### config.mk
export PLATFORM = sky130hd
export DESIGN_NAME = ierf_isqrt
export DESIGN_NICKNAME = d
export VERILOG_FILES = /design/src/rtl/core/ierf_pkg.sv /design/src/rtl/core/ierf_isqrt.sv
export SDC_FILE = /design/constraint.sdc
export NUM_CORES = 2
export LEC_CHECK = 0
export BUFFER_PORTS_ARGS = -buffer_cell sky130_fd_sc_hd__buf_2
export CAP_MARGIN = 20
export CORE_MARGIN = 5
export CORE_UTILIZATION = 55
export DETAILED_ROUTE_END_ITERATION = 10
export PLACE_DENSITY = 0.71
export SETUP_SLACK_MARGIN = 0.02
export SYNTH_ARGS = -nofsm -noshare
export SYNTH_HDL_FRONTEND = slang
export SYNTH_MEMORY_MAX_BITS = 65536
export SYNTH_SLANG_ARGS = --single-unit
### constraint.sdc
create_clock -name i_clk -period 11.1 [get_ports i_clk]
set_input_delay 1.11 -clock i_clk [delete_from_list [all_inputs] [get_ports i_clk]]
set_output_delay 1.11 -clock i_clk [all_outputs]
set_load 0.02 [all_outputs]
### src/rtl/core/ierf_pkg.sv
// Shared constants for the inverse error function approximation pipeline.
package ierf_pkg;

    localparam int IN_W          = 16;
    localparam int OUT_W         = 15;
    localparam int IN_FRAC_BITS  = 15;
    localparam int OUT_FRAC_BITS = 12;
    localparam int WFRAC         = 28;

    localparam logic [29:0] LN2_Q30 = 30'd744261118;
    localparam logic [30:0] C_T1    = 31'd1162525979;
    localparam logic [30:0] C_INVA  = 31'd1826091537;
    localparam logic [OUT_W-2:0] MAG_MAX = {(OUT_W-1){1'b1}};
    localparam logic [OUT_W-1:0] NEG_SAT = {1'b1, {(OUT_W-1){1'b0}}};

endpackage

### src/rtl/core/ierf_isqrt.sv
// Pipelined integer square root, one result bit per stage.
module ierf_isqrt #(
    parameter int W      = 64,
    parameter int SIDE_W = 2
) (
    input  logic              i_clk,
    input  logic              i_rst_n,
    input  logic              i_en,
    input  logic              i_valid,
    input  logic [W-1:0]      i_op,
    input  logic [SIDE_W-1:0] i_side,
    output logic              o_valid,
    output logic [W/2-1:0]    o_root,
    output logic [SIDE_W-1:0] o_side
);
    import ierf_pkg::*;

    localparam int STEPS = W / 2;

    logic [STEPS-1:0]  r_v;
    logic [W-1:0]      r_rem  [STEPS];
    logic [W-1:0]      r_res  [STEPS];
    logic [SIDE_W-1:0] r_side [STEPS];

    for (genvar g = 0; g < STEPS; g++) begin : g_step
        localparam logic [W-1:0] BIT = {{(W-1){1'b0}}, 1'b1} << (W - 2 - 2 * g);

        logic [W-1:0]      w_rem;
        logic [W-1:0]      w_res;
        logic              w_vin;
        logic [SIDE_W-1:0] w_sin;
        logic [W-1:0]      w_trial;
        logic              w_ge;

        if (g == 0) begin : g_first
            assign w_rem = i_op;
            assign w_res = '0;
            assign w_vin = i_valid;
            assign w_sin = i_side;
        end else begin : g_rest
            assign w_rem = r_rem[g-1];
            assign w_res = r_res[g-1];
            assign w_vin = r_v[g-1];
            assign w_sin = r_side[g-1];
        end

        assign w_trial = w_res + BIT;
        assign w_ge    = (w_rem >= w_trial);

        always_ff @(posedge i_clk) begin
            if (!i_rst_n) begin
                r_v[g] <= 1'b0;
            end else if (i_en) begin
                r_v[g] <= w_vin;
            end
        end

        always_ff @(posedge i_clk) begin
            if (i_en) begin
                r_rem[g]  <= w_ge ? (w_rem - w_trial) : w_rem;
                r_res[g]  <= w_ge ? ((w_res >> 1) + BIT) : (w_res >> 1);
                r_side[g] <= w_sin;
            end
        end
    end

    assign o_valid = r_v[STEPS-1];
    assign o_root  = r_res[STEPS-1][W/2-1:0];
    assign o_side  = r_side[STEPS-1];

endmodule

# Word level (Yosys, flattened, before mapping)
# Memories as Yosys holds them, arrays and structs flattened.
# Cells that the tools add are included.
[op_classes]
n_addsub = 94
magnitude_cmp = 32
muxes = 66
[ops]
columns = ["op", "count"]
rows = [
  ["$mux 64", 63],
  ["$ge 64x64->1", 31],
  ["$sub 64x64->64", 31],
  ["$add 63x1->64 const B", 1],
  ["$add 63x11->64 const B", 1],
  ["$add 63x13->64 const B", 1],
  ["$add 63x15->64 const B", 1],
  ["$add 63x17->64 const B", 1],
  ["$add 63x19->64 const B", 1],
  ["$add 63x21->64 const B", 1],
  ["$add 63x23->64 const B", 1],
  ["$add 63x25->64 const B", 1],
  ["$add 63x27->64 const B", 1],
  ["$add 63x29->64 const B", 1],
  ["$add 63x3->64 const B", 1],
  ["$add 63x31->64 const B", 1],
  ["$add 63x33->64 const B", 1],
  ["$add 63x35->64 const B", 1],
  ["$add 63x37->64 const B", 1],
  ["$add 63x39->64 const B", 1],
  ["$add 63x41->64 const B", 1],
  ["$add 63x43->64 const B", 1],
  ["$add 63x45->64 const B", 1],
  ["$add 63x47->64 const B", 1],
  ["other kinds (45)", 46],
]
[totals]
reg_bits = 32
mem_bits_rw = 4160
inputBits = 70
output_inout_bits = 35
wordCells = 227
mem_count = 3
[mem_list]
columns = ["memory", "depth", "word_bits", "rd", "rd_ports_with_merged_regs", "wr", "line", "rtl"]
rows = [
  ["r_rem", 32, 64, 31, 0, 32, "ierf_isqrt.sv:21", "logic [W-1:0] r_rem [STEPS];"],
  ["r_res", 32, 64, 32, 0, 32, "ierf_isqrt.sv:22", "logic [W-1:0] r_res [STEPS];"],
  ["r_side", 32, 2, 32, 0, 32, "ierf_isqrt.sv:23", "logic [SIDE_W-1:0] r_side [STEPS];"],
]

# Depth between registers and ports, before layout
# An unclocked memory read counts as a cell.
[depth]
ltp_word = 4
depth_mapped = 15
depth_no_buf = 13

# Worst setup path before layout
# Ideal clock, no wire load.
[synth_timing]
path_kind = "reg2reg"
from = "memory r_rem[24][51]"
to = "memory r_rem[25][37], data pin"
setup_time_ns = 0.260
t_arrival_ns = 3.675
required_time_ns = 10.840
setup_slack_ns = 7.165
path_stages_with_launch = 10
n_path_buf = 2
period_less_slack_ns = 3.935
cell_sequence = "edfxtp_1 > or4_1 > or3_1 > or4_4 > or4_4 > or4_4 > or4_4 > buf_6 > buf_6 > mux2_4"
[synth_rtl]
columns = ["element", "line"]
rows = [
  ["start: declaration", "ierf_isqrt.sv:21"],
]

==> impl_metrics.csv <==
group,metric,value,unit
synthesis,synth-seq-cells,2608,
setup_path,crit_required,11.73,ns
synthesis,yosys.area_share.adder,5.682,%
grt,grt_pass1_wl,435.6,mm
setup_path,r2r_slack,5.18,ns
synthesis,postSynthAreaPerCell,12.77,µm²
worst_hold_path,min_to,"r_rem[0][44]",
timing,tightestPinTransition,1.210,ns
worst_hold_path,holdPathStages,1,
die,fp.dieH,482.7,µm
die,num_rows,173,
placement,dp_hpwl,207.8,mm
setup_path,critical_path.cell_chain,"or4_1, nor4_1, nor4b_1, or4b_2, nor4_1, o21a_1, inv_1, buf_4, nand2_1, or4_1, nor2_1, xor2_1",
worst_hold_path,hp-class,"in -> reg",
synthesis,ys_async_sr_fraction,0,%
timing,post-route-period-util,53.37,%
pwr,powerDensity,209.9,nW/µm²
grt,grt_pass1_vias,75900,
synthesis,synth_edf_count,2576,
drt,via_count,77400,
synthesis,synth-xor-area-share,6.258,%
clock_tree,holdBufCountCts,0,
grt,grt_usage,23.87,%
clock_tree,cts_buffers,292,
synthesis,synth_top_area_share,62.95,%
synthesis,synth.cell_area,122900,µm²
timing,maxSlewHeadroom,18.30,%
timing,rsz0062_at_grt,"false",
setup_path,r2r_start,"r_rem[29][51]",
worst_hold_path,hp-start,"i_op[44]",
setup_path,arrival,6.56,ns
timing,period_needed,5.924,ns
clock_tree,cts_tree,"done",
die,start_util,55.28,%
placement,place_inst,12560,
setup_path,crit_type,"reg -> reg",
die,die_area,233000,µm²
grt,grt_start_max_net_pins,183,
timing,setup_tns,0,ns
clock_tree,htreeDepth,5,
pwr,p_leak,51.40,nW
outcome,violations,"DRC",
timing,max_freq,168.8,MHz
pwr,vdd_drop_max,0.1455,mV
die,core,222300,µm²
synthesis,synth_nets,10250,
clock_tree,cts_num_sinks,2608,
setup_path,crit_path_end_kind,"flip-flop",
synthesis,ys.flop_type,"edfxtp_1",
cells_and_area,fin_nets,10510,
synthesis,yosysSeqAreaShare,63.47,%
clock_tree,cts.path.max_buffers,4,
drt,detail_route.wl_per_cell,21.57,µm
drt,first_pass_iters,11,
drt,avgViaCountPerCell,5.927,
pwr,combPwrFrac,20.4,%
setup_path,slowest_stage,"o21a_1",
timing,setup_viol,0,
pwr,internal_power,0.02043,W
drt,route.detailed.drc,2,
drt,initialDrtViolationCount,7365,
pwr,seq_power_share,46.9,%
setup_path,ff2ff_path_depth,12,
setup_path,cp_max_fo,30,
setup_path,reg2reg_to,"r_rem[30][57]",
clock_tree,clkSlewWorstSetupHoldPaths,0.06,ns
setup_path,cp_slowest_stage_delay,0.83,ns
placement,portBuffers,104,
setup_path,path_delay_family,"simple AND/OR/NAND/NOR gates",
clock_tree,cts_root_buf,"clkbuf_16",
synthesis,yosysTopAreaCell,"edfxtp_1",
drt,wirelength,281.6,mm
setup_path,critPathBufInv,2,
placement,placed_cell_area,126900,µm²
synthesis,synth_area_leaders,"edfxtp_1 (63%), ha_1 (5.7%), xnor2_1 (3.5%)",
die,die_w,482.7,µm
pwr,netSwitchingFraction,28.55,%
timing,drv_slew,0,
synthesis,synth_top_family_by_area,"simple AND/OR/NAND/NOR gates",
synthesis,synth_warnings,0,
setup_path,crit_cells,12,
timing,hold_violations,0,
cells_and_area,area_growth,10.82,%
placement,gp_congestion,0.8982,
pwr,pwr-share-clk,32.7,%
pwr,power_switching,0.008161,W
drt,ant_nets,0,
grt,grt-ovfl-total,0,
outcome,status,"complete, but fails checks",
cells_and_area,drive_gt1_share,7.172,%
synthesis,synth.distinct_cells,86,
synthesis,synthCells,9624,
clock_tree,cts_resized,0,
synthesis,synthSimpleGateAreaFrac,11.48,%
clock_tree,post_cts_buffers,0,
grt,grt_antenna_before_repair,7,
flow_run,cap_violations,0,
synthesis,synthMuxAreaShare,1.154,%
synthesis,synth_compound_area_share,9.183,%
setup_path,critPathLaunchType,"flip-flop",
timing,skew,0.08802,ns
cells_and_area,fin_cells,13060,
cells_and_area,finalInstanceArea,136200,µm²
clock_tree,insertion_delay,0.93,ns
die,pin_count,105,
-- sequential cells by signal, indices dropped and copies added (netlist names) --
name          cells
r_res           528
r_side           64
o_valid           1
g_step.w_vin     31
r_rem          1984
-- worst max-delay path by stage --
stage | start | to | slack (ns)
floorplan | r_rem[24][51] | r_rem[25][37] | 7.16
global placement | r_rem[29][51] | r_rem[30][57] | 5.27
detailed placement | r_rem[29][51] | r_rem[30][57] | 5.25
CTS | r_rem[29][51] | r_rem[30][57] | 5.23
global route | r_rem[29][51] | r_rem[30][57] | 4.86
finish | r_rem[29][51] | r_rem[30][57] | 5.18
-- Yosys cell counts, drive strengths merged, types with 136 or more instances --
master  number
a21o       261
a21oi      645
clkbuf     168
edfxtp    2576
ha         558
inv        705
nand2      573
nand3      155
nand4      136
nor2       635
nor3       248
nor4       317
o21ai      389
xnor2      485
xor2       393
-- worst register-to-register path, cell delays in order, from the launching register on --
cell and delay (ns):
edfxtp_1 0.41, or4_1 0.63, nor4_1 0.38, nor4b_1 0.70
or4b_2 0.74, nor4_1 0.41, o21a_1 0.83, inv_1 0.54
buf_4 0.41, nand2_1 0.25, or4_1 0.15, nor2_1 0.04
xor2_1 0.17
-- through the flow --
step           total power (W)  setup slack [ns]  hold WS, ns  util (%)
2_1_floorplan          0.01741             7.165       0.4003         -
3_3_place_gp           0.01919             5.265       0.4015     57.10
3_5_place_dp           0.01934             5.252       0.4045     57.11
4_1_cts                0.02875             5.227       0.2813     61.23
5_1_grt                0.02995             4.864       0.2935     61.25
6_report               0.02859             5.176       0.3510     61.26
-- power by group through the flow --
stage	registers, W	logic, W	clock network [W]
3_3_place_gp	0.0136	0.00562	0
6_report	0.0134	0.00583	0.00934
4_1_cts	0.0134	0.00578	0.00955
2_1_floorplan	0.0131	0.00426	0
5_1_grt	0.0135	0.00645	0.00997
3_5_place_dp	0.0136	0.00573	0
-- layout make-up --
class / instances / area, µm²
fillers: 16830 / 86130
flip-flops and latches: 2608 / 77990
multi-input cells: 6118 / 41550
clock buffers: 356 / 7770
well taps: 2975 / 3722
inverters: 706 / 2650
clock inverters: 136 / 1401
repair buffers: 157 / 1079
diodes: 3 / 7.507
-- kinds of logic (layout without fill, tap and decap cells) --
family,count (synthesis),after routing
buffers and inverters,898,1355
adder cells (fa/ha/maj),558,558
XOR/XNOR,878,878
AO/OA/AOI/OAI,1817,1817
other,0,3
multiplexers,130,130
AND/OR/NAND/NOR,2735,2735
flip-flops,2608,2608
-- layout by cell type, fill, tap and decap left out, types with 136 or more instances in the layout --
cell type / netlist / routed
clkbuf_16: 0 / 302
nand2_1: 573 / 573
xnor2_1: 485 / 485
nand3_1: 155 / 154
nor2_1: 635 / 634
xor2_1: 393 / 393
nor4_1: 317 / 315
edfxtp_1: 2576 / 2576
nor3_1: 248 / 247
ha_1: 558 / 558
inv_1: 704 / 704
a21oi_1: 645 / 644
a21o_1: 261 / 261
o21ai_0: 386 / 386
nand4_1: 136 / 136
-- per-layer routing --
layer | GRT usage [%] | wire [µm] | vias up
li1 | - | - | 36510
met1 | 32.03 | 119100 | 38080
met2 | 40.89 | 138700 | 2303
met3 | 3.328 | 15460 | 506
met4 | 6.955 | 8413 | 2
met5 | 0 | 13 | -
Note: power is estimated with default switching activity, not from simulation.
